**src/hdl/jbu_pkg.sv**
```systemverilog
// shared types and constants for the joint bilateral upsampler
package jbu_pkg;
	localparam int MAX_SCALE     = 16;
	localparam int RANGE_DEPTH   = 768;
	localparam int SAMPLE_BITS   = 16;
	localparam int WEIGHT_BITS   = 16;
	localparam int SPATIAL_DEPTH = 2 * MAX_SCALE + 1;
	localparam int RIDX_BITS     = $clog2(RANGE_DEPTH);
	localparam int SIDX_BITS     = $clog2(SPATIAL_DEPTH);
	localparam int PROD_BITS     = 2 * WEIGHT_BITS;
	localparam int WSUM_BITS     = PROD_BITS + 2;
	localparam int ACC_BITS      = PROD_BITS + SAMPLE_BITS + 2;
	localparam int NUM_BITS      = ACC_BITS + 1;
	localparam int DEN_BITS      = WSUM_BITS + 1;
	localparam int QUO_BITS      = NUM_BITS;

	typedef enum logic [1:0] {
		FN_RANGE   = 2'd0,
		FN_SPATIAL = 2'd1,
		FN_CORNER  = 2'd2,
		FN_PIXEL   = 2'd3
	} func_t;

	localparam logic CFG_SCALE_X = 1'b0;
	localparam logic CFG_SCALE_Y = 1'b1;

	// work descriptor handed from the front end to the back end
	typedef struct packed {
		logic [1:0]             func;
		logic [9:0]             index;
		logic [WEIGHT_BITS-1:0] weight;
		logic [23:0]            color;
		logic [SAMPLE_BITS-1:0] sample;
		logic [SIDX_BITS-1:0]   sidx0;
		logic [SIDX_BITS-1:0]   sidx1;
		logic [SIDX_BITS-1:0]   sidx2;
		logic [SIDX_BITS-1:0]   sidx3;
	} job_t;

	typedef struct packed {
		logic [15:0] pixel_value;
		logic        weight_sum_zero;
	} res_t;

	typedef enum logic [2:0] {
		BK_IDLE,
		BK_FETCH,
		BK_MUL,
		BK_ACC,
		BK_DIV,
		BK_OUT
	} bk_state_t;
endpackage

```
**src/hdl/jbu_queue.sv**
```systemverilog
// two-entry queue between front and back ends
module jbu_queue (
	input  logic          clk,
	input  logic          arst_n,
	input  logic          wr_valid,
	output logic          wr_stall,
	input  jbu_pkg::job_t wr_data,
	output logic          rd_valid,
	input  logic          rd_stall,
	output jbu_pkg::job_t rd_data
);
	import jbu_pkg::*;

	job_t       mem_q [2];
	logic       wp_q, rp_q;
	logic [1:0] cnt_q;
	logic       push, pop;

	assign wr_stall = cnt_q == 2'd2;
	assign rd_valid = cnt_q != 2'd0;
	assign rd_data  = mem_q[rp_q];
	assign push     = wr_valid && !wr_stall;
	assign pop      = rd_valid && !rd_stall;

	always_ff @(posedge clk or negedge arst_n) begin
		if (!arst_n) begin
			wp_q  <= 1'b0;
			rp_q  <= 1'b0;
			cnt_q <= 2'd0;
		end else begin
			if (push) wp_q <= ~wp_q;
			if (pop) rp_q <= ~rp_q;
			cnt_q <= cnt_q + {1'b0, push} - {1'b0, pop};
		end
	end

	always_ff @(posedge clk) begin
		if (push) mem_q[wp_q] <= wr_data;
	end
endmodule

```
**config.mk**
```make
export PLATFORM = sky130hd
export DESIGN_NAME = jbu_queue
export DESIGN_NICKNAME = d
export VERILOG_FILES = /design/src/hdl/jbu_pkg.sv /design/src/hdl/jbu_queue.sv
export SDC_FILE = /design/constraint.sdc
export NUM_CORES = 1
export LEC_CHECK = 0
export ABC_AREA = 1
export BUFFER_PORTS_ARGS = -buffer_cell sky130_fd_sc_hd__buf_2
export CORE_MARGIN = 2
export CORE_UTILIZATION = 25
export DETAILED_ROUTE_END_ITERATION = 8
export PLACE_DENSITY = 0.53
export SYNTH_ARGS = -nofsm -noshare
export SYNTH_HDL_FRONTEND = slang
export SYNTH_SLANG_ARGS = --single-unit
```
**constraint.sdc**
```tcl
create_clock -name clk -period 6.85 [get_ports clk]
set_clock_uncertainty 0.1 [all_clocks]
set_input_delay 1.37 -clock clk [delete_from_list [all_inputs] [get_ports clk]]
set_output_delay 1.37 -clock clk [all_outputs]
set_load 0.02 [all_outputs]
```
# Word level (Yosys, flattened, before mapping)
# Memories as Yosys holds them, arrays and structs flattened.
# Index checks and enable logic that the tools add are counted.
[classes]
n_eq_ne = 1
mux = 2
n_addsub = 2
reduce_logical = 5
bitwise = 2
[ops]
columns = ["operator", "n"]
rows = [
  ["adder 2 x 1 -> 2 bit", 1],
  ["equality test 2 bit (second input constant)", 1],
  ["logical AND 1 bit", 2],
  ["zero test 1 bit", 2],
  ["two-way mux 1 bit", 2],
  ["NOT 1 bit", 2],
  ["nonzero test 2 bit", 1],
  ["subtractor 2 x 1 -> 2 bit", 1],
]
[totals]
elab_cells = 16
regBits = 4
mem_count = 1
in_bits = 96
mem_bits_rw = 184
output_inout_bits = 94
[mem_list]
columns = ["name", "words", "word_bits", "read_ports", "rd_ports_with_merged_regs", "write_ports", "line", "source"]
rows = [
  ["mem_q", 2, 92, 1, 0, 1, "jbu_queue.sv:14", "job_t mem_q [2];"],
]

# Logic depth before layout (Yosys ltp)
# Gate-level depths: netlist of the first run.
[logic_depth]
depth_word = 5
mapped_depth = 10
depth_no_buf = 10

# Worst setup path after synthesis of the first run
# No wires, ideal clock.
[synth_path]
path_kind = "input to register"
start = "input port wr_valid"
end = "memory mem_q[1][0] (netlist bit) (enable)"
path_slack_ns = 0.922
t_required_ns = 6.207
arrival_ns = 5.285
n_path_buf = 0
path_stages = 2
cell_sequence = "nand2_1 -> nor2_1"
[synth_between]
elab_chain_cells = 3
[synth_lines]
columns = ["element", "line", "source"]
rows = [
  ["start: declaration", "jbu_queue.sv:5", "input logic wr_valid,"],
  ["logical AND 1 bit", "jbu_queue.sv:22", "assign push = wr_valid && !wr_stall;"],
  ["two-way mux 1 bit", "jbu_queue.sv:38", "if (push) mem_q[wp_q] <= wr_data;"],
  ["two-way mux 1 bit (not written as such)", "jbu_queue.sv:38", ""],
  ["end: declaration", "jbu_queue.sv:14", ""],
]
# Every way passes these cells.

==> results of run 1 <==
## how the worst max path moves through the flow
| stage | start | to | cells after the start |
|---|---|---|---|
| after floorplan | wr_valid | mem_q[1][0] | 2 |
| after global placement | rp_q | rd_data[79] | 5 |
| after detailed placement | rp_q | rd_data[57] | 5 |
| after CTS | rp_q | rd_data[57] | 5 |
| after global routing | rp_q | rd_data[37] | 5 |
| final | rp_q | rd_data[57] | 5 |
## where the power goes
group          leakage [nW]  internal [mW]  switching, mW
Combinational          1.71          0.367          0.999
Sequential             1.76           1.57         0.0715
Clock                 0.281          0.546          0.436
Total                  3.75           2.48           1.51
## cell usage after synthesis
master	number	area, sq um
buf_4	1	7.510
clkbuf_1	3	11.26
buf_2	16	80.08
inv_1	10	37.54
nand2_1	289	1085
ha_1	2	25.02
nand3_1	3	15.01
inv_2	1	3.750
nor2_1	1	3.750
dfrtp_1	4	100.1
edfxtp_1	184	5525
## routing by layer
layer / track usage (%) / wire length (um) / part of all wire (%) / vias up
li1: - / - / - / 2103
met1: 12.96 / 6713 / 45 / 1964
met2: 16.74 / 7012 / 47 / 127
met3: 3.465 / 905 / 6.1 / 15
met4: 3.122 / 169 / 1.1 / 4
met5: 0 / 27 / 0.18 / -
## registers in the layout, summed over array words and instances, names as in the netlist
signal	flops
mem_q	184
cnt_q	2
rp_q	1
wp_q	1
## layout make-up
| type | count | area, sq um | area share, % |
|---|---|---|---|
| clock inverter | 15 | 165.2 | 1.874 |
| multi-input combinational | 295 | 1136 | 12.89 |
| tap | 341 | 426.7 | 4.842 |
| clock buffer | 17 | 425.4 | 4.828 |
| sequential | 188 | 5629 | 63.89 |
| inverter | 11 | 45.04 | 0.5112 |
| timing repair buffer | 194 | 983.4 | 11.16 |
## through the flow
| step | setup WS, ps | hold WS [ps] |
|---|---|---|
| finish | 2968 | 382.5 |
| global placement | 3374 | 353.7 |
| detailed placement | 3347 | 368.0 |
| floorplan | 922.0 | 341.9 |
| CTS | 2879 | 384.7 |
| global route | 2726 | 427.4 |
## critical path: stages (launching register included)
cell and delay, ps:
dfrtp_4 590, clkinv_2 250, buf_4 650, nand2_1 140, nand2_1 100, buf_2 160
## logic make-up (layout without fill, tap and decap cells)
| group | Yosys count | count (layout) |
|---|---|---|
| and+or+nand+nor | 293 | 293 |
| adders and majority gates | 2 | 2 |
| buffers and inverters | 31 | 237 |
| DFF | 188 | 188 |
==> summary.txt, run 1 <==
Yosys
  – Cells after Synth: 514
  – Yosys cell types: 11
  – Register area share after synthesis: 81.60%
  – Largest family of logic cells by synthesized area: simple AND/OR/NAND/NOR gates
  – Mapped Area: 6894 sq um
  – Adder-cell share of the synthesized area: 0.3630%
  – Synth Warn #: 0
  – Synth Area in Simple Gates: 16.01%
  – Post-Synth XOR/XNOR Area: 0%
  – Mean Syn Cell Area: 13.41 sq um
  – Syn Nets: 612
  – Synthesized flop and latch total: between 150 and 200
  – Compound-gate portion of the synthesized area: 0%
  – Post-synthesis mux area share: 0%

Global route
  – Largest net degree at the start of global routing: 74
  – First-pass GRT wire length: 22.26 mm
  – Vias in the first global route: slightly above 4000
  – Antenna violations before repair: 2
  – Overflow left after global routing: 0
  – Global Route Usage Sum: 10.28%

Layout
  – Layout Cells excl Fill: ~1100
  – Most common cell after layout, fill and taps aside: nand2_1
  – Most frequent cells in the layout: nand2_1 (289), buf_2 (189), edfxtp_1 (184), clkbuf_16 (17), inv_1 (9)
  – # fillers: around 2700
  – Post-route cell area: 8811 sq um
  – Area Growth Syn to Fin: 27.80%
  – Fin nets: 805
  – Diodes inserted: 0
  – Final Util: 32.60%
  – Layout cells sized above 1: 31.94%

STA
  – Slew @ Worst Pin: 884.2 ps
  – Final hold vios: 0
  – Max-slew violation count: 0
  – Achievable Freq: 257.6 MHz
  – Final setup viols: 0
  – RSZ-0062 raised after global routing: false
  – Final period demand of the worst path: 3882 ps
  – Worst slew margin: approximately two fifths
  – Period utilisation layout: 56.67%
  – Setup TNS: 0 ps

Floorplan
  – Initial Util: about a quarter
  – # rows: 60
  – Die X: 170.1 um
  – Area of the core: 27030 sq um
  – Boundary Pins: 190
  – Die Area: 28920 sq um
  – Die height: roughly 170 um

Worst setup path
  – Crit path capture type: primary output
  – Worst endpoint required time: 5380 ps
  – R2r setup slk: 4510 ps
  – CP Max Fanout: 73
  – R2r startpoint: cnt_q[1]
  – Critical Path Start Type: register
  – Reg2reg end: mem_q[0][31]
  – R2R cell count: 4
  – Worst path arrival time: 2410 ps
  – Critical setup path kind: register to primary output

Placement
  – Dpl cells: 1029
  – Post-DP HPWL: 9.450 mm
  – Gpl congestion: 0.7001
  – DP Area: 8220 sq um
  – I/O Buffers: 189

Clocking
  – Longest Clk Path Bufs: 2
  – Clk slew on worst S/H paths: around 70 ps
  – Setup Fix Bufs, Post-CTS: 0
  – TritonCTS Sinks: about 190
  – Hold-fix buffers, CTS: 0
  – CTS resizes: 0
  – Clock Root Buffer: clkbuf_16
  – CTS tree: built
  – Cts bufs inserted: 17
  – Skew-Pair Late Insertion Delay: 410 ps
  – H-tree Lvls: 4

Routing
  – Routed len/inst: 13.98 um
  – Vias: 4213
  – Vias/cell: about 4.0
  – WL final: 14.83 mm
  – DR DRC count: 0
  – Detail Route Antenna Nets: 0
  – Initial DRT Pass Iterations: 4
  – Initial DRC Count: 242

Pwr
  – Power, Total: 3.990 mW
  – Maximum vdd drop: roughly 200 uV
  – Pleak: roughly 3.8 nW
  – Power Dens Cells: 452.9 nW/um^2

Worst hold path
  – Worst hold stages: 2
  – Min-Delay Path Class: register to register
  – Hold path startpoint: wp_q
  – Hold endpoint: wp_q

Job
  – Max Cap Violations: 0

Run status
  – Status: completed
Note: power is estimated with default switching activity, not from simulation.
==> inputs of run 2 (changes only) <==
--- a/config.mk
+++ b/config.mk
@@ -10,7 +10,7 @@
 export CORE_MARGIN = 2
 export CORE_UTILIZATION = 25
 export DETAILED_ROUTE_END_ITERATION = 8
-export PLACE_DENSITY = 0.53
+export PLACE_DENSITY = 0.55
 export SYNTH_ARGS = -nofsm -noshare
 export SYNTH_HDL_FRONTEND = slang
 export SYNTH_SLANG_ARGS = --single-unit
==> constraint.sdc (replaced) <==
create_clock -name clk -period 3.5 [get_ports clk]
set_clock_uncertainty 0.1 [all_clocks]
set_input_delay 0.7 -clock clk [delete_from_list [all_inputs] [get_ports clk]]
set_output_delay 0.7 -clock clk [all_outputs]
set_load 0.02 [all_outputs]
==> summary.txt, run 2 (synthesis gave the netlist of run 1 again) <==
STA
  – Final hold vios: 0 (unchanged)
  – Worst Slack Setup Final: 776.0 ps (was 2968 ps)
  – Worst slew margin: 49.95% (was 41.05%)
  – Period utilisation layout: 77.83%
  – Slew @ Worst Pin: 750.8 ps (was 884.2 ps)
  – Setup TNS: 0 ps (unchanged)
  – Final period demand of the worst path: 2724 ps
  – Max-slew violation count: 0 (unchanged)
  – Final setup viols: 0 (unchanged)
  – RSZ-0062 raised after global routing: false (unchanged)
  – Achievable Freq: approximately 370 MHz

Global route
  – First-pass GRT wire length: 22.88 mm (was 22.26 mm)
  – Largest net degree at the start of global routing: 54 (was 74)
  – Overflow left after global routing: 0 (unchanged)
  – Vias in the first global route: 4329 (was 4105)
  – Global Route Usage Sum: 10.67% (was 10.28%)
  – Antenna violations before repair: 1 (was 2)

Floorplan
  – Initial Util: 25.51% (unchanged)
  – Die height: 170.1 um (unchanged)
  – Boundary Pins: 190 (unchanged)
  – Area of the core: 27030 sq um (unchanged)
  – Die Area: 28920 sq um (unchanged)
  – Die X: 170.1 um (unchanged)
  – # rows: 60 (unchanged)

Clocking
  – Clock Root Buffer: clkbuf_16 (unchanged)
  – Longest Clk Path Bufs: 2 (unchanged)
  – Skew-Pair Late Insertion Delay: 430 ps (was 410 ps)
  – Clk slew on worst S/H paths: 70 ps (about the same)
  – Cts bufs inserted: 17 (unchanged)
  – H-tree Lvls: 4 (unchanged)
  – TritonCTS Sinks: 188 (unchanged)
  – CTS tree: built (unchanged)

Layout
  – Biggest register: mem_q (unchanged)
  – Area Growth Syn to Fin: 29.00% (was 27.80%)
  – Largest register FFs: 184 (unchanged)
  – Final Util: 32.91% (was 32.60%)
  – Most common cell after layout, fill and taps aside: nand2_1 (unchanged)
  – Most frequent cells in the layout: nand2_1 (289), buf_2 (189), edfxtp_1 (184), clkbuf_16 (17), inv_1 (9) (unchanged)
  – Layout cells sized above 1: 32.28% (was 31.94%)
  – Fin nets: 810 (was 805)
  – Leading registers by flop count: mem_q x184, cnt_q x2 (unchanged)

Worst setup path
  – Cell mode on critical path: nand2_1 (unchanged)
  – CP cell instances: clkinv_2 > buf_4 > nand2_1 > nand2_1 > buf_2 (unchanged)
  – CP max stage cell: dfrtp_4 (was buf_4)
  – Worst path arrival time: 1920 ps (was 2410 ps)
  – Worst endpoint required time: 2700 ps (was 5380 ps)
  – Critical Path Start Type: register (unchanged)
  – R2r setup slk: 1650 ps (was 4510 ps)
  – CP Max Fanout: 28 (was 73)
  – Max incr delay on CP: 420 ps (was 650 ps)
  – Crit path capture type: primary output (unchanged)
  – Critical setup path kind: register to primary output (unchanged)

Run status
  – Status: completed (unchanged)

Routing
  – WL final: 15.17 mm (was 14.83 mm)
  – Initial DRT Pass Iterations: 4 (unchanged)
  – Detail Route Antenna Nets: 0 (unchanged)
  – Vias/cell: 4.000 (was 3.971)
  – Vias: 4268 (was 4213)
  – DR DRC count: 0 (unchanged)
  – Initial DRC Count: 277 (was 242)
  – Routed len/inst: 14.22 um (was 13.98 um)

Job
  – Max Cap Violations: 0 (unchanged)

Placement
  – Gpl congestion: 0.6766 (was 0.7001)
  – I/O Buffers: 189 (unchanged)
  – Post-DP HPWL: 9.645 mm (was 9.450 mm)
  – Pre-CTS WS: 1199 ps (was 3347 ps)

Pwr
  – Maximum vdd drop: 293.6 uV (was 203.9 uV)
  – Power Dens Cells: 895.1 nW/um^2 (was 452.9 nW/um^2)
  – Pleak: 3.797 nW (was 3.754 nW)

Worst hold path
  – Min-Delay Path Class: input port to register (was register to register)
[run 2: cell types whose count changed in the layout (fill, tap and decap cells not counted), sizes merged]
| cell | change |
|---|---|
| buf | +4 |
| clkinvlp | -2 |
| inv | +2 |
| diode | +1 |
| dlygate4sd3 | +1 |
[run 2: metal layers]
metal	global-route usage, %	part of all wire [%]	vias to the layer above
met3	4.140	8.2	12
met2	16.93	47	134
met4	3.865	1.3	0
met5	0	0	-
met1	13.23	44	1997
li1	-	-	2125
[run 2: path summary, 6_finish.rpt]
| check | startpoint | endpoint | cells past startpoint |
|---|---|---|---|
| setup / recovery | rp_q | rd_data[76] | 5 |
| hold / removal | wr_data[39] | mem_q[0][39] | 1 |
| setup reg to reg | cnt_q[1] | mem_q[1][64] | 4 |
| hold reg to reg | wp_q | wp_q | 2 |
| max in group asynchronous | arst_n | rp_q | 2 |
| min in group asynchronous | arst_n | cnt_q[0] | 2 |
[run 2: through the flow]
stage               cell area, sq um  std cells  power [mW]  hold WS [ps]
floorplan                       6902        514       5.027         304.4
global placement                8275       1033       6.062         353.5
detailed placement              8275       1033       6.089         362.7
CTS                             8891       1066       8.113         331.6
global route                    8891       1066       8.480         329.0
finish                          8894       1067       7.961         354.3
[run 2: report_power, final]
| part | total [mW] | leakage (nW) | internal [mW] | switching (mW) |
|---|---|---|---|---|
| sequential | 3.17 | 1.76 | 3.07 | 0.107 |
| combinational | 2.79 | 1.75 | 0.765 | 2.02 |
| clock | 2.00 | 0.291 | 1.08 | 0.917 |
[run 2: what timing repair did]
action / in CTS / in global routing
hold buffers: 1 / 0
gates resized for setup: 0 / 0
hold endpoints to repair: 4 / 0
buffers inserted: 0 / 0
[run 2: area by class of cell]
type	instances	area (sq um)
inverters	11	45.04
clock inverters	15	180.2
clock buffers	17	425.4
multi-input cells	295	1136
flip-flops and latches	188	5629
diodes	1	2.502
repair buffers	199	1049
well taps	341	426.7
fillers	2707	18130
[run 2: worst max-delay path, delay by kind of cell (launching register included)]
kind / cells / cell delay, ps
buffers and inverters: 3 / 920
flip-flops: 1 / 420
AND/OR/NAND/NOR: 2 / 150
==> inputs of run 3 (changes only) <==
--- a/config.mk
+++ b/config.mk
@@ -10,7 +10,7 @@
 export CORE_MARGIN = 2
 export CORE_UTILIZATION = 25
 export DETAILED_ROUTE_END_ITERATION = 8
-export PLACE_DENSITY = 0.55
+export PLACE_DENSITY = 0.53
 export SYNTH_ARGS = -nofsm -noshare
 export SYNTH_HDL_FRONTEND = slang
 export SYNTH_SLANG_ARGS = --single-unit
==> constraint.sdc (replaced) <==
create_clock -name clk -period 2.7 [get_ports clk]
set_clock_uncertainty 0.1 [all_clocks]
set_input_delay 0.54 -clock clk [delete_from_list [all_inputs] [get_ports clk]]
set_output_delay 0.54 -clock clk [all_outputs]
set_load 0.02 [all_outputs]
==> summary.txt, run 3 (synthesis gave the netlist of run 1 again) <==
Routing
  – WL final: 15.07 mm (was 15.17 mm)
  – Vias/cell: 4.056 (was 4.000)
  – Routed len/inst: 14.18 um (was 14.22 um)
  – Detail Route Antenna Nets: 0 (unchanged)
  – Initial DRC Count: 260 (was 277)
  – Initial DRT Pass Iterations: 4 (unchanged)
  – DR DRC count: 0 (unchanged)
  – Vias: 4312 (was 4268)

Placement
  – Post-DP HPWL: 9.280 mm (was 9.645 mm)
  – I/O Buffers: 189 (unchanged)
  – Gpl congestion: 0.6997 (was 0.6766)
  – DP Area: 8279 sq um (was 8275 sq um)

Run status
  – Status: completed (unchanged)

Clocking
  – CTS resizes: 0 (unchanged)
  – CTS tree: built (unchanged)
  – Setup Fix Bufs, Post-CTS: 0 (unchanged)
  – Longest Clk Path Bufs: 2 (unchanged)
  – Cts bufs inserted: 17 (unchanged)
  – Skew-Pair Late Insertion Delay: 420 ps (was 430 ps)
  – TritonCTS Sinks: 188 (unchanged)
  – Clock Root Buffer: clkbuf_16 (unchanged)
  – H-tree Lvls: 4 (unchanged)
  – Clk slew on worst S/H paths: 70 ps (about the same)
  – Hold-fix buffers, CTS: 1 (unchanged)

Global route
  – First-pass GRT wire length: 23.35 mm (was 22.88 mm)
  – Antenna violations before repair: 0 (was 1)
  – Largest net degree at the start of global routing: 94 (was 54)
  – Overflow left after global routing: 0 (unchanged)
  – Global Route Usage Sum: 10.67% (about the same)
  – Vias in the first global route: 4426 (was 4329)

Floorplan
  – Die Area: 28920 sq um (unchanged)
  – Boundary Pins: 190 (unchanged)
  – Initial Util: 25.51% (unchanged)
  – # rows: 60 (unchanged)
  – Die height: 170.1 um (unchanged)
  – Area of the core: 27030 sq um (unchanged)
  – Die X: 170.1 um (unchanged)

Pwr
  – Pleak: 3.788 nW (was 3.797 nW)
  – Power, Total: 10.30 mW (was 7.961 mW)
  – Maximum vdd drop: 539.2 uV (was 293.6 uV)
  – Power Dens Cells: 1158 nW/um^2 (was 895.1 nW/um^2)

Layout
  – Final Util: 32.92% (was 32.91%)
  – Biggest register: mem_q (unchanged)
  – Fin nets: 807 (was 810)
  – Largest register FFs: 184 (unchanged)
  – Most frequent cells in the layout: nand2_1 (289), buf_2 (189), edfxtp_1 (184), clkbuf_16 (17), inv_1 (9) (unchanged)
  – Layout cells sized above 1: 31.72% (was 32.28%)
  – Area Growth Syn to Fin: 29.04% (was 29.00%)
  – # fillers: 2716 (was 2707)
  – Leading registers by flop count: mem_q x184, cnt_q x2 (unchanged)
  – Most common cell after layout, fill and taps aside: nand2_1 (unchanged)
  – Diodes inserted: 0 (was 1)
  – Post-route cell area: 8896 sq um (was 8894 sq um)

STA
  – Max-slew violation count: 0 (unchanged)
  – Final hold vios: 0 (unchanged)
  – Worst slew margin: 61.60% (was 49.95%)
  – Final setup viols: 0 (unchanged)
  – Hold Slack: 203.9 ps (was 354.3 ps)
  – RSZ-0062 raised after global routing: false (unchanged)
  – Final period demand of the worst path: between 2000 and 2500 ps
  – Setup TNS: 0 ps (unchanged)
  – Slew @ Worst Pin: 576.0 ps (was 750.8 ps)
  – Achievable Freq: 419.7 MHz
  – Period utilisation layout: 88.25%

Worst setup path
  – Crit path capture type: primary output (unchanged)
  – Worst endpoint required time: 2060 ps (was 2700 ps)
  – Cell mode on critical path: nand2_1 (unchanged)
  – Worst path arrival time: 1740 ps (was 1920 ps)
  – Max incr delay on CP: 490 ps (was 420 ps)
  – Critical Path Start Type: register (unchanged)
  – CP max stage cell: dfrtp_4 (unchanged)
  – CP Max Fanout: 42 (was 28)
  – CP Buf/Inv Count: 3 (unchanged)
  – CP cell instances: clkinv_2 > buf_4 > nand2_1 > nand2_1 > buf_2 (unchanged)
  – Critical setup path kind: register to primary output (unchanged)
  – Worst path top cell family by delay: buffers and inverters (unchanged)

Worst hold path
  – Min-Delay Path Class: input port to register (unchanged)

Job
  – Max Cap Violations: 0 (unchanged)
## run 3: cell types whose count changed in the layout (fill, tap and decap cells not counted), sizes merged
cell,previous run,this run
bufinv,2,3
clkbuf,17,20
inv,16,12
diode,1,0
buf,198,195
## run 3: routing by layer
| layer | global-route usage, % | part of all wire, % | vias to the layer above |
|---|---|---|---|
| li1 | - | - | 2109 |
| met1 | 12.81 | 45 | 2054 |
| met2 | 18.20 | 48 | 133 |
| met3 | 3.349 | 5.6 | 16 |
| met4 | 3.530 | 1.6 | 0 |
| met5 | 0 | 0 | - |
## run 3: final cells by class
cell class	instances	area, sq um	area share, %
well taps	341	426.7	4.796
multi-input cells	295	1136	12.77
flip-flops and latches	188	5629	63.28
clock buffers	20	446.7	5.021
clock inverters	12	160.2	1.800
inverters	11	46.29	0.5204
repair buffers	196	1051	11.81
## run 3: where the power goes
part / internal, mW / leakage [nW] / switching (mW)
clock network: 1.50 / 0.295 / 1.09
logic: 1.00 / 1.73 / 2.59
registers: 3.98 / 1.76 / 0.143
## run 3: worst paths after layout
kind | startpoint | end | slack [ps] | depth (start not counted)
worst min-delay path | wr_data[12] | mem_q[0][12] | 200 | 1
min in group asynchronous | arst_n | cnt_q[1] | 380 | 2
worst max register to register | cnt_q[1] | mem_q[1][45] | 950 | 4
max in group asynchronous | arst_n | rp_q | 1970 | 2
worst min register to register | wp_q | wp_q | 370 | 2
worst max-delay path | rp_q | rd_data[45] | 320 | 5
## run 3: stage by stage
| step | instances | setup slack (ps) |
|---|---|---|
| 2_1_floorplan | 514 | 169.1 |
| 3_3_place_gp | 1030 | 729.7 |
| 3_5_place_dp | 1030 | 732.7 |
| 4_1_cts | 1063 | 266.2 |
| 5_1_grt | 1063 | 143.5 |
| 6_report | 1063 | 317.3 |
