**config.mk**
```make
export PLATFORM = sky130hd
export DESIGN_NAME = jbu_front
export DESIGN_NICKNAME = d
export VERILOG_FILES = /design/src/hdl/jbu_pkg.sv /design/src/hdl/jbu_front.sv
export SDC_FILE = /design/constraint.sdc
export NUM_CORES = 1
export LEC_CHECK = 0
export BUFFER_PORTS_ARGS = -buffer_cell sky130_fd_sc_hd__buf_2
export CORE_UTILIZATION = 45
export DETAILED_ROUTE_END_ITERATION = 6
export PLACE_DENSITY = 0.83
export RECOVER_POWER = 25
export SLEW_MARGIN = 20
export SYNTH_ARGS = -nofsm -noshare
export SYNTH_HDL_FRONTEND = slang
export SYNTH_SLANG_ARGS = --single-unit
```
**constraint.sdc**
```tcl
create_clock -name clk -period 4.9 [get_ports clk]
set_clock_uncertainty 0.15 [all_clocks]
set_input_delay 1.225 -clock clk [delete_from_list [all_inputs] [get_ports clk]]
set_output_delay 1.225 -clock clk [all_outputs]
set_load 0.03 [all_outputs]
```
**src/hdl/jbu_pkg.sv**
```systemverilog
// shared types and constants for the joint bilateral upsampler
package jbu_pkg;
	localparam int MAX_SCALE     = 16;
	localparam int RANGE_DEPTH   = 768;
	localparam int SAMPLE_BITS   = 16;
	localparam int WEIGHT_BITS   = 16;
	localparam int SPATIAL_DEPTH = 2 * MAX_SCALE + 1;
	localparam int RIDX_BITS     = $clog2(RANGE_DEPTH);
	localparam int SIDX_BITS     = $clog2(SPATIAL_DEPTH);
	localparam int PROD_BITS     = 2 * WEIGHT_BITS;
	localparam int WSUM_BITS     = PROD_BITS + 2;
	localparam int ACC_BITS      = PROD_BITS + SAMPLE_BITS + 2;
	localparam int NUM_BITS      = ACC_BITS + 1;
	localparam int DEN_BITS      = WSUM_BITS + 1;
	localparam int QUO_BITS      = NUM_BITS;

	typedef enum logic [1:0] {
		FN_RANGE   = 2'd0,
		FN_SPATIAL = 2'd1,
		FN_CORNER  = 2'd2,
		FN_PIXEL   = 2'd3
	} func_t;

	localparam logic CFG_SCALE_X = 1'b0;
	localparam logic CFG_SCALE_Y = 1'b1;

	// work descriptor handed from the front end to the back end
	typedef struct packed {
		logic [1:0]             func;
		logic [9:0]             index;
		logic [WEIGHT_BITS-1:0] weight;
		logic [23:0]            color;
		logic [SAMPLE_BITS-1:0] sample;
		logic [SIDX_BITS-1:0]   sidx0;
		logic [SIDX_BITS-1:0]   sidx1;
		logic [SIDX_BITS-1:0]   sidx2;
		logic [SIDX_BITS-1:0]   sidx3;
	} job_t;

	typedef struct packed {
		logic [15:0] pixel_value;
		logic        weight_sum_zero;
	} res_t;

	typedef enum logic [2:0] {
		BK_IDLE,
		BK_FETCH,
		BK_MUL,
		BK_ACC,
		BK_DIV,
		BK_OUT
	} bk_state_t;
endpackage

```
**src/hdl/jbu_front.sv**
```systemverilog
// front end: clamps offsets and builds spatial table indices
module jbu_front (
	input  logic              clk,
	input  logic              arst_n,
	input  logic              cfg_we,
	input  logic              cfg_index,
	input  logic [4:0]        cfg_data,
	input  logic              in_valid,
	output logic              in_stall,
	input  logic [1:0]        func,
	input  logic [9:0]        index,
	input  logic [15:0]       table_weight,
	input  logic [23:0]       guide_color,
	input  logic [15:0]       sample,
	input  logic [3:0]        offset_x,
	input  logic [3:0]        offset_y,
	output logic              job_valid,
	input  logic              job_stall,
	output jbu_pkg::job_t     job
);
	import jbu_pkg::*;

	logic [4:0] scale_x_q, scale_y_q;
	logic [5:0] dw, dh, k, l;

	always_ff @(posedge clk or negedge arst_n) begin
		if (!arst_n) begin
			scale_x_q <= 5'd2;
			scale_y_q <= 5'd2;
		end else if (cfg_we) begin
			if (cfg_index == CFG_SCALE_X) scale_x_q <= cfg_data;
			else scale_y_q <= cfg_data;
		end
	end

	function automatic logic [5:0] clamp_s(input logic [4:0] s);
		if (s == 5'd0) return 6'd1;
		if ({1'b0, s} > 6'(MAX_SCALE)) return 6'(MAX_SCALE);
		return {1'b0, s};
	endfunction

	always_comb begin
		dw = clamp_s(scale_x_q);
		dh = clamp_s(scale_y_q);
		k = ({2'b0, offset_x} >= dw) ? dw - 6'd1 : {2'b0, offset_x};
		l = ({2'b0, offset_y} >= dh) ? dh - 6'd1 : {2'b0, offset_y};
	end

	assign in_stall = job_valid && job_stall;

	always_ff @(posedge clk or negedge arst_n) begin
		if (!arst_n) job_valid <= 1'b0;
		else if (!in_stall) job_valid <= in_valid;
	end

	always_ff @(posedge clk) begin
		if (in_valid && !in_stall) begin
			job.func   <= func;
			job.index  <= index;
			job.weight <= table_weight[WEIGHT_BITS-1:0];
			job.color  <= guide_color;
			job.sample <= sample[SAMPLE_BITS-1:0];
			job.sidx0  <= SIDX_BITS'(k + l);
			job.sidx1  <= SIDX_BITS'(dw - k + l);
			job.sidx2  <= SIDX_BITS'(k + dh - l);
			job.sidx3  <= SIDX_BITS'(dw - k + dh - l);
		end
	end
endmodule

```
## Word-level counts from Yosys, hierarchy flattened

Cells that the tools add are included.

| storage, ports and cells | value |
|---|---|
| output and inout bits | 94 |
| word-level logic and storage cells | 49 |
| register bits after elaboration | 103 |

| operators by class | value |
|---|---|
| $lt $le $gt $ge | 4 |
| bitwise operators | 1 |
| $add $sub $neg | 9 |
| reductions and logical operators | 7 |
| muxes and demuxes | 16 |

Operators with widths:

| cell | number |
|---|---|
| $mux 6 | 10 |
| $add 6x6->6 | 4 |
| $sub 6x6->6 | 3 |
| $ge 4x6->1 | 2 |
| $sub 6x1->6 const B | 2 |
| $gt 5x5->1 const B | 2 |
| $logic_not 5->1 | 2 |
| $mux 1 | 6 |
| $reduce_and 2->1 | 2 |
| $logic_and 1x1->1 | 2 |
| $logic_not 1->1 | 1 |
| $not 1->1 | 1 |

## Depth between registers and ports, before layout

Gate-level depths: netlist of the first run.

| logic depth | value |
|---|---|
| depth in word-level cells | 10 |
| gate-level depth with buffers | 22 |

## Worst setup path after synthesis of the first run

No wires, ideal clock.

| path | value |
|---|---|
| path kind | input port to flip-flop |
| start | input job_stall |
| end | register job[0] (netlist bit) (enable) |
| setup time | 552 ps |
| setup slack | -1362 ps |
| cell stages on the path | 2 |
| data arrival time | 5560 ps |
| path through | and2_1 nor2b_1 |

| between the ends | value |
|---|---|
| longest elaborated chain between the ends | 3 |

RTL lines:

| element | RTL line | RTL |
|---|---|---|
| from (decl) | jbu_front.sv:18 | `input logic job_stall,` |
| $logic_and 1x1->1 | jbu_front.sv:49 | `assign in_stall = job_valid && job_stall;` |
| $logic_not 1->1 | jbu_front.sv:57 | `if (in_valid && !in_stall) begin` |
| $logic_and 1x1->1 | jbu_front.sv:57 |  |
| to (decl) | jbu_front.sv:19 | `output jbu_pkg::job_t job` |

Every way passes these cells.
A chain may end at the register's enable or synchronous reset.

## Final worst setup path of the first run

| path | value |
|---|---|
| start | input offset_x[0] |
| end | register job[5] (netlist bit), data pin |

| between the ends | value |
|---|---|
| longest elaborated chain between the ends | 5 |

RTL lines:

| element | RTL line | RTL |
|---|---|---|
| from (decl) | jbu_front.sv:15 | `input logic [3:0] offset_x,` |
| $ge 4x6->1 | jbu_front.sv:45 | `k = ({2'b0, offset_x} >= dw) ? dw - 6'd1 : {2'b0, offset_x};` |
| $mux 6 * | jbu_front.sv:45 |  |
| $sub 6x6->6 * | jbu_front.sv:66 | `job.sidx3 <= SIDX_BITS'(dw - k + dh - l);` |
| $add 6x6->6 * | jbu_front.sv:66 |  |
| $sub 6x6->6 * | jbu_front.sv:66 |  |

Every way passes the cells marked *; elsewhere a longest branch is shown, timed or not.

==> metrics.txt, run 1 <==
# TYPE chip_impl_metric gauge
chip_impl_metric{name="grt_start_max_net_pins",unit=""} 72
chip_impl_metric{name="detailedRoute.firstPassIterationCount",unit=""} 4
chip_impl_metric{name="pin_count",unit=""} 181
chip_impl_metric{name="gr-usage-met2",unit="%"} 34.2
chip_impl_metric{name="tightestPinTransition",unit="ps"} 710
chip_impl_metric{name="clock_power_share",unit="%"} 16.4
chip_impl_info{name="rsz0062_at_grt",value="true"} 1
chip_impl_metric{name="drtAntennaViolNets",unit=""} 0
chip_impl_metric{name="grt_overflow",unit=""} 0
chip_impl_metric{name="synth.cell_area",unit="µm²"} 4840
chip_impl_metric{name="place_hpwl",unit="µm"} 8560
chip_impl_metric{name="cts.sink_count",unit=""} 103
chip_impl_metric{name="die_area",unit="µm²"} 11200
chip_impl_info{name="global_route.peak_usage_layer",value="met2"} 1
chip_impl_metric{name="worst_skew_pair.late_latency",unit="ps"} 370
chip_impl_metric{name="htree_num_levels",unit=""} 3
chip_impl_metric{name="rrSetupSlack",unit="ps"} 170
chip_impl_info{name="clock-root-buffer",value="sky130_fd_sc_hd__clkbuf_8"} 1
chip_impl_metric{name="layout-drive-gt1-share",unit="%"} 51.3
chip_impl_metric{name="route.vias.total",unit=""} 3256
chip_impl_metric{name="max_slew_margin",unit="%"} 52.6
chip_impl_metric{name="area_fraction_in_compound_gates_after_synthesis",unit="%"} 5.14
chip_impl_metric{name="routed_wire_length_per_instance",unit="µm"} 15.9
chip_impl_info{name="result_of_the_run",value="complete, no violations"} 1
chip_impl_metric{name="finalCriticalPeriod",unit="ps"} 4830
chip_impl_metric{name="initial_antenna_violation_count",unit=""} 0
chip_impl_metric{name="clk_transition_reported_paths",unit="ps"} 90
chip_impl_metric{name="detail_route.drc_violations",unit=""} 0
chip_impl_info{name="min_delay_path_class",value="reg -> reg"} 1
chip_impl_metric{name="final_max_slew_viol_count",unit=""} 0
chip_impl_info{name="critical_path_launch_point_type",value="input port"} 1
chip_impl_info{name="synth_top_family_by_area",value="adder cells"} 1
chip_impl_metric{name="synth_xor_xnor_area_share",unit="%"} 3.62
chip_impl_metric{name="postSynthRegisterBits",unit=""} 103
chip_impl_metric{name="switching_share",unit="%"} 35.9
chip_impl_metric{name="die-height",unit="µm"} 106
chip_impl_metric{name="synth_cells",unit=""} 313
chip_impl_metric{name="globalRouteTotalUtil",unit="%"} 19.5
chip_impl_metric{name="p_comb_share",unit="%"} 47.8
chip_impl_metric{name="distinct_cell_type_count_after_synthesis",unit=""} 33
chip_impl_metric{name="layoutNonFillerInstCount",unit=""} 676
chip_impl_metric{name="synth.mux.area_fraction",unit="%"} 5.74
chip_impl_metric{name="number_of_global_route_vias_before_repair",unit=""} 3123
chip_impl_metric{name="place.gp.congestion",unit=""} 0.871
chip_impl_metric{name="cp_data_required_time",unit="ps"} 4870
chip_impl_metric{name="placement.io_buffers",unit=""} 180
chip_impl_info{name="cts_tree",value="yes"} 1
chip_impl_info{name="timing_worst_setup_path_type",value="in -> reg"} 1
chip_impl_metric{name="grt.met1_usage",unit="%"} 23.6
chip_impl_metric{name="globalRouteMet3Util",unit="%"} 4.89
chip_impl_metric{name="syn2layout_area_growth",unit="%"} 34.4
chip_impl_metric{name="final.setup.tns",unit="ps"} 0
chip_impl_metric{name="drt_iter0_drc",unit=""} 160
chip_impl_metric{name="yosys.area_share.adder",unit="%"} 14.9
chip_impl_metric{name="chipWidth",unit="µm"} 106
chip_impl_metric{name="syn_nets",unit=""} 450
chip_impl_info{name="layout.cells.most_common",value="sky130_fd_sc_hd__buf_2"} 1
chip_impl_metric{name="arrival",unit="ps"} 4800
chip_impl_metric{name="cap_violations",unit=""} 0
chip_impl_metric{name="ant_diodes",unit=""} 0
chip_impl_metric{name="leakagePower",unit="nW"} 2.96
chip_impl_metric{name="area_of_the_core_region",unit="µm²"} 10400
chip_impl_metric{name="power.density",unit="nW/µm²"} 519
chip_impl_metric{name="hold_viol",unit=""} 0
chip_impl_metric{name="max_fo_critical_path",unit=""} 4
chip_impl_metric{name="pwr-share-seq",unit="%"} 35.8
chip_impl_metric{name="placed_cells",unit=""} 651
chip_impl_metric{name="layout.nets",unit=""} 672
chip_impl_metric{name="setup-violations-final",unit=""} 0
chip_impl_metric{name="cell_rows",unit=""} 37
chip_impl_info{name="critical_path.endpoint_type",value="flip-flop"} 1
chip_impl_info{name="final_cell_mix",value="sky130_fd_sc_hd__buf_2 (178), sky130_fd_sc_hd__edfxtp_1 (92), sky130_fd_sc_hd__inv_1 (38)"} 1
chip_impl_metric{name="post_drt_via_cell_ratio",unit=""} 4.82
chip_impl_metric{name="cts-buffers-inserted",unit=""} 9
chip_impl_metric{name="grt_pass1_wl",unit="µm"} 16100
chip_impl_metric{name="internal_power",unit="mW"} 2.16
chip_impl_metric{name="vdd.ir_drop.worst",unit="µV"} 207
chip_impl_metric{name="clockBufferDepth",unit=""} 2
chip_impl_metric{name="seq_area_frac_synth",unit="%"} 62.8
chip_impl_metric{name="synth-simple-area-share",unit="%"} 4.42
chip_impl_metric{name="fmax",unit="MHz"} 207
chip_impl_metric{name="syn_avg_cell_area",unit="µm²"} 15.5
chip_impl_metric{name="yosys_warnings",unit=""} 0
chip_impl_metric{name="finalCritPeriodShare",unit="%"} 98.5
chip_impl_metric{name="power_switching",unit="mW"} 1.21
chip_impl_metric{name="initial_core_util",unit="%"} 46.7
chip_impl_metric{name="finalWirelength",unit="µm"} 10700
## logic make-up after synthesis
logic type	count (synthesis)
flip-flops	103
XOR/XNOR	20
multiplexers	24
AO/OA/AOI/OAI	37
AND/OR/NAND/NOR	36
buffers and inverters	43
adder cells (fa/ha/maj)	50
## power by group through the flow
stage	Combinational (mW)	Clock [mW]	Sequential (mW)
after global routing	1.80	0.597	1.22
after CTS	1.58	0.564	1.21
after floorplan	0.866	0	1.46
final	1.61	0.552	1.21
after global placement	1.52	0	1.23
after detailed placement	1.55	0	1.23
## final cells by class
class	count	area [µm²]
inverter	41	154
timing repair buffer	213	1170
multi-input combinational	167	1770
clock inverter	7	80.1
sequential	103	3040
clock buffer	9	124
fill	804	3870
tap	136	170
## synthesized netlist by cell type, drive strengths merged
cell type | instances | share of area (%)
and2 | 2 | 0.28
nor2 | 8 | 0.62
mux2 | 18 | 4.5
a21oi | 12 | 1.2
nand2 | 5 | 0.39
nor2b | 5 | 0.65
a21o | 10 | 1.6
xnor2 | 15 | 2.7
o21bai | 3 | 0.47
o21ai | 5 | 0.52
nand2b | 7 | 0.90
nand3 | 1 | 0.10
dfrtp | 9 | 4.7
clkbuf | 2 | 0.16
xor2 | 5 | 0.90
edfxtp | 92 | 57
inv | 41 | 3.2
dfstp | 2 | 1.1
o21a | 1 | 0.16
and3 | 1 | 0.13
nor3 | 4 | 0.88
o31a | 3 | 0.54
mux2i | 6 | 1.2
ha | 37 | 9.6
or2b | 1 | 0.18
or2 | 1 | 0.13
a211oi | 3 | 0.67
nor3b | 1 | 0.16
fa | 13 | 5.4
## sequential cells by signal, indices dropped and copies added, names as in the netlist
register,cells
job,92
job_valid,1
scale_y_q,5
scale_x_q,5
## metrics by stage
stage / setup slack [ps] / hold slack [ps] / cell area (µm²) / total power [mW] / util [%]
floorplan: -186 / 354 / 4910 / 2.33 / -
global placement: -337 / 373 / 6170 / 2.74 / 59.5
detailed placement: -532 / 386 / 6170 / 2.78 / 59.5
CTS: 26.6 / 406 / 6450 / 3.36 / 62.2
global route: -60.9 / 432 / 6500 / 3.61 / 62.7
finish: 73.4 / 411 / 6500 / 3.37 / 62.7
## path summary, 6_finish.rpt
check | start | end | depth (start not counted)
setup / recovery | offset_x[0] | job[5]$_DFFE_PP_ | 21
hold / removal | scale_x_q[0]$_DFFE_PN0P_ | scale_x_q[0]$_DFFE_PN0P_ | 1
setup reg to reg | scale_x_q[1]$_DFFE_PN1P_ | job[5]$_DFFE_PP_ | 22
hold reg to reg | scale_x_q[0]$_DFFE_PN0P_ | scale_x_q[0]$_DFFE_PN0P_ | 1
max in group asynchronous | arst_n | scale_x_q[2]$_DFFE_PN0P_ | 1
min in group asynchronous | arst_n | scale_y_q[4]$_DFFE_PN0P_ | 1
## per-layer routing
metal  share of wire [%]  wire length (µm)
met3                 6.1               651
met2                  52              5590
met1                  41              4360
met4                 1.2               125
met5                   0                 0
## critical path, cell delays in order
cell	delay (ps)
sky130_fd_sc_hd__buf_6	100
sky130_fd_sc_hd__inv_2	60
sky130_fd_sc_hd__ha_4	190
sky130_fd_sc_hd__nand2b_4	120
sky130_fd_sc_hd__a21o_1	160
sky130_fd_sc_hd__a211oi_2	250
sky130_fd_sc_hd__nor3_4	90
sky130_fd_sc_hd__mux2_4	330
sky130_fd_sc_hd__ha_4	160
sky130_fd_sc_hd__fa_2	340
sky130_fd_sc_hd__nor2b_2	140
sky130_fd_sc_hd__o21ai_2	80
sky130_fd_sc_hd__nand2b_1	120
sky130_fd_sc_hd__xor2_2	150
sky130_fd_sc_hd__inv_1	80
sky130_fd_sc_hd__fa_1	560
sky130_fd_sc_hd__inv_2	50
sky130_fd_sc_hd__ha_4	260
sky130_fd_sc_hd__a21oi_2	50
sky130_fd_sc_hd__xnor2_1	190
sky130_fd_sc_hd__xnor2_1	90
## what timing repair did
| item | 4_1_cts | 5_1_grt |
|---|---|---|
| setup endpoints to repair | 2 | 2 |
| gates resized for setup | 7 | 5 |
| hold buffers | 0 | 0 |
| setup buffers | 6 | 3 |
| pin swaps | 14 | 8 |
(Power assumes the default switching activity.)
==> run 2, diff against run 1 <==
--- a/config.mk
+++ b/config.mk
@@ -5,10 +5,10 @@
 export SDC_FILE = /design/constraint.sdc
 export NUM_CORES = 1
 export LEC_CHECK = 0
-export BUFFER_PORTS_ARGS = -buffer_cell sky130_fd_sc_hd__buf_2
-export CORE_UTILIZATION = 45
+export CORE_UTILIZATION = 50
 export DETAILED_ROUTE_END_ITERATION = 6
-export PLACE_DENSITY = 0.83
+export DONT_BUFFER_PORTS = 1
+export PLACE_DENSITY = 0.74
 export RECOVER_POWER = 25
 export SLEW_MARGIN = 20
 export SYNTH_ARGS = -nofsm -noshare
==> run 2 against run 1 <==
Net effect:
- sequential share of layout area is 8.2 points higher
- global-route usage is 1.5 points lower
- critical path depth is 1 lower
- setup slack better by 15 ps
- via count is 24% lower
- core utilization is 3.4 points lower
- clock power is 11% lower
- power is 3.8% lower
- first-iteration DRC count is 49% lower
- die area is 9.8% lower
- count of clock-buffer cells in the layout stayed put
- hold slack worse by 12 ps
- critical endpoint unchanged
==> metrics.txt, run 2 (synthesis gave the netlist of run 1 again) <==
# TYPE chip_impl_metric gauge
chip_impl_info{name="result_of_the_run",value="complete, no violations"} 1
chip_impl_metric{name="tightestPinTransition",unit="ps"} 479
chip_impl_info{name="layout.cells.most_common",value="sky130_fd_sc_hd__edfxtp_1"} 1
chip_impl_metric{name="chipWidth",unit="µm"} 100
chip_impl_metric{name="max_fo_critical_path",unit=""} 4
chip_impl_metric{name="worst_skew_pair.late_latency",unit="ps"} 350
chip_impl_info{name="critical_path.top_delay_family",value="adder cells"} 1
chip_impl_info{name="timing_worst_setup_path_type",value="in -> reg"} 1
chip_impl_metric{name="area_of_the_core_region",unit="µm²"} 9330
chip_impl_info{name="min_delay_path_class",value="in -> async"} 1
chip_impl_metric{name="globalRouteTotalUtil",unit="%"} 18.0
chip_impl_metric{name="layoutNonFillerInstCount",unit=""} 482
chip_impl_metric{name="detailedRoute.firstPassIterationCount",unit=""} 4
chip_impl_metric{name="detail_route.drc_violations",unit=""} 0
chip_impl_metric{name="initial_antenna_violation_count",unit=""} 0
chip_impl_metric{name="number_of_global_route_vias_before_repair",unit=""} 2501
chip_impl_info{name="reg_top3",value="job: 92 flops, scale_x_q: 5 flops, scale_y_q: 5 flops"} 1
chip_impl_metric{name="grt_start_max_net_pins",unit=""} 44
chip_impl_info{name="rsz0062_at_grt",value="true"} 1
chip_impl_info{name="critical_path.endpoint_type",value="flip-flop"} 1
chip_impl_metric{name="setup-violations-final",unit=""} 0
chip_impl_metric{name="power_switching",unit="mW"} 1.18
chip_impl_info{name="crit_path_cell_chain",value="inv_1 > ha_1 > nand2b_4 > a21o_1 > a211oi_2 > nor3_4 > mux2_4 > ha_4 > nor2b_4 > o31a_1 > a21oi_2 > inv_1 > fa_1 > inv_2 > ha_4 > o21ai_2 > o21bai_2 > a21oi_4 > xnor2_2 > xnor2_1"} 1
chip_impl_info{name="clock-root-buffer",value="sky130_fd_sc_hd__clkbuf_8"} 1
chip_impl_metric{name="routed_wire_length_per_instance",unit="µm"} 18.1
chip_impl_metric{name="p_comb_share",unit="%"} 39.8
chip_impl_metric{name="detailedPlace.worstSlack",unit="ps"} -369
chip_impl_metric{name="cts.sink_count",unit=""} 103
chip_impl_metric{name="die_area",unit="µm²"} 10100
chip_impl_metric{name="place_hpwl",unit="µm"} 7160
chip_impl_metric{name="hold_viol",unit=""} 0
chip_impl_metric{name="pwr-share-seq",unit="%"} 45.1
chip_impl_metric{name="cp_data_required_time",unit="ps"} 4860
chip_impl_metric{name="clk_transition_reported_paths",unit="ps"} 100
chip_impl_metric{name="internal_power",unit="mW"} 2.06
chip_impl_metric{name="total_power",unit="mW"} 3.24
chip_impl_info{name="worst_path_max_delay_cell",value="sky130_fd_sc_hd__fa_1"} 1
chip_impl_metric{name="arrival",unit="ps"} 4770
chip_impl_metric{name="drtAntennaViolNets",unit=""} 0
chip_impl_metric{name="switching_share",unit="%"} 36.5
chip_impl_metric{name="layout-drive-gt1-share",unit="%"} 26.6
chip_impl_metric{name="finalCriticalPeriod",unit="ps"} 4810
chip_impl_metric{name="initial_core_util",unit="%"} 51.9
chip_impl_metric{name="placement.io_buffers",unit=""} 0
chip_impl_metric{name="layout.nets",unit=""} 485
chip_impl_metric{name="critPathBufInv",unit=""} 3
chip_impl_metric{name="drt_iter0_drc",unit=""} 81
chip_impl_metric{name="place.gp.congestion",unit=""} 0.856
chip_impl_metric{name="die-height",unit="µm"} 100
chip_impl_metric{name="placed_cells",unit=""} 464
chip_impl_metric{name="finalCritPeriodShare",unit="%"} 98.2
chip_impl_info{name="largest_register",value="job"} 1
chip_impl_metric{name="post_drt_via_cell_ratio",unit=""} 5.14
chip_impl_metric{name="grt_pass1_wl",unit="µm"} 13200
chip_impl_info{name="critical_path_launch_point_type",value="input port"} 1
chip_impl_metric{name="final.setup.tns",unit="ps"} 0
chip_impl_metric{name="pin_count",unit=""} 181
chip_impl_metric{name="vdd.ir_drop.worst",unit="µV"} 214
chip_impl_metric{name="clock_power_share",unit="%"} 15.1
chip_impl_metric{name="nFillCells",unit=""} 721
chip_impl_metric{name="clockBufferDepth",unit=""} 2
chip_impl_metric{name="final.setup.worst_slack",unit="ps"} 88.5
chip_impl_metric{name="finish.instance_area",unit="µm²"} 5530
chip_impl_metric{name="max_stage_delay",unit="ps"} 520
chip_impl_metric{name="grt_overflow",unit=""} 0
chip_impl_metric{name="cap_violations",unit=""} 0
chip_impl_metric{name="htree_num_levels",unit=""} 3
chip_impl_metric{name="finalWirelength",unit="µm"} 8720
chip_impl_metric{name="leakagePower",unit="nW"} 2.23
chip_impl_metric{name="syn2layout_area_growth",unit="%"} 14.3
chip_impl_info{name="final_cell_mix",value="sky130_fd_sc_hd__edfxtp_1 (92), sky130_fd_sc_hd__inv_1 (38), sky130_fd_sc_hd__ha_1 (32)"} 1
chip_impl_metric{name="max_slew_margin",unit="%"} 68.1
chip_impl_metric{name="cell_rows",unit=""} 35
chip_impl_metric{name="power.density",unit="nW/µm²"} 586
chip_impl_metric{name="placed_cell_area",unit="µm²"} 5250
chip_impl_metric{name="cts-buffers-inserted",unit=""} 9
chip_impl_metric{name="route.vias.total",unit=""} 2476
chip_impl_metric{name="fmax",unit="MHz"} 208
chip_impl_metric{name="largest_register_ffs",unit=""} 92
chip_impl_metric{name="cts_hold_repair.buffers",unit=""} 0
chip_impl_info{name="cts_tree",value="yes"} 1
chip_impl_metric{name="final_max_slew_viol_count",unit=""} 0
chip_impl_metric{name="ant_diodes",unit=""} 0
-- run 2: metal layers --
metal / GRT usage [%] / up-vias / share of wire [%]
met5: 0 / - / 0
met4: 5.69 / 0 / 1.3
met3: 6.55 / 11 / 7.1
met2: 32.9 / 106 / 54
met1: 19.2 / 1177 / 38
li1: - / 1182 / -
-- run 2: power groups by stage --
stage | sequential (mW) | combinational [mW] | clock (mW)
2_1_floorplan | 1.46 | 0.866 | 0
3_3_place_gp | 1.48 | 1.16 | 0
3_5_place_dp | 1.48 | 1.20 | 0
4_1_cts | 1.46 | 1.21 | 0.511
5_1_grt | 1.48 | 1.45 | 0.538
6_report | 1.46 | 1.29 | 0.490
-- run 2: worst paths after layout --
kind / startpoint / endpoint / slack (ps) / depth (start not counted)
worst max-delay path: offset_x[0] / job[5]$_DFFE_PP_ / 90 / 20
max in group asynchronous: arst_n / scale_y_q[1]$_DFFE_PN1P_ / 4030 / 0
worst min register to register: scale_y_q[0]$_DFFE_PN0P_ / scale_y_q[0]$_DFFE_PN0P_ / 400 / 1
worst min-delay path: arst_n / scale_y_q[4]$_DFFE_PN0P_ / 400 / 0
min in group clk: scale_y_q[0]$_DFFE_PN0P_ / scale_y_q[0]$_DFFE_PN0P_ / 400 / 1
worst max register to register: scale_x_q[1]$_DFFE_PN1P_ / job[5]$_DFFE_PP_ / 100 / 22
-- run 2: timing repair --
action | CTS | global route
pin swaps | 1 | 17
setup endpoints to repair | 1 | 2
resized for setup | 0 | 15
buffers inserted | 0 | 2
-- run 2: stage by stage --
step	hold slack [ps]	utilization, %
finish	399	59.3
global route	362	59.3
CTS	366	58.3
detailed placement	387	56.3
global placement	389	56.3
floorplan	354	-
-- run 2: final cells by class --
cell class | count | area, µm² | area share, %
Timing Repair Buffer | 26 | 199 | 3.60
Tap cell | 129 | 161 | 2.92
Inverter | 41 | 154 | 2.78
Multi-Input combinational cell | 167 | 1790 | 32.3
Clock buffer | 9 | 124 | 2.24
Clock inverter | 7 | 63.8 | 1.15
Sequential cell | 103 | 3040 | 55.0
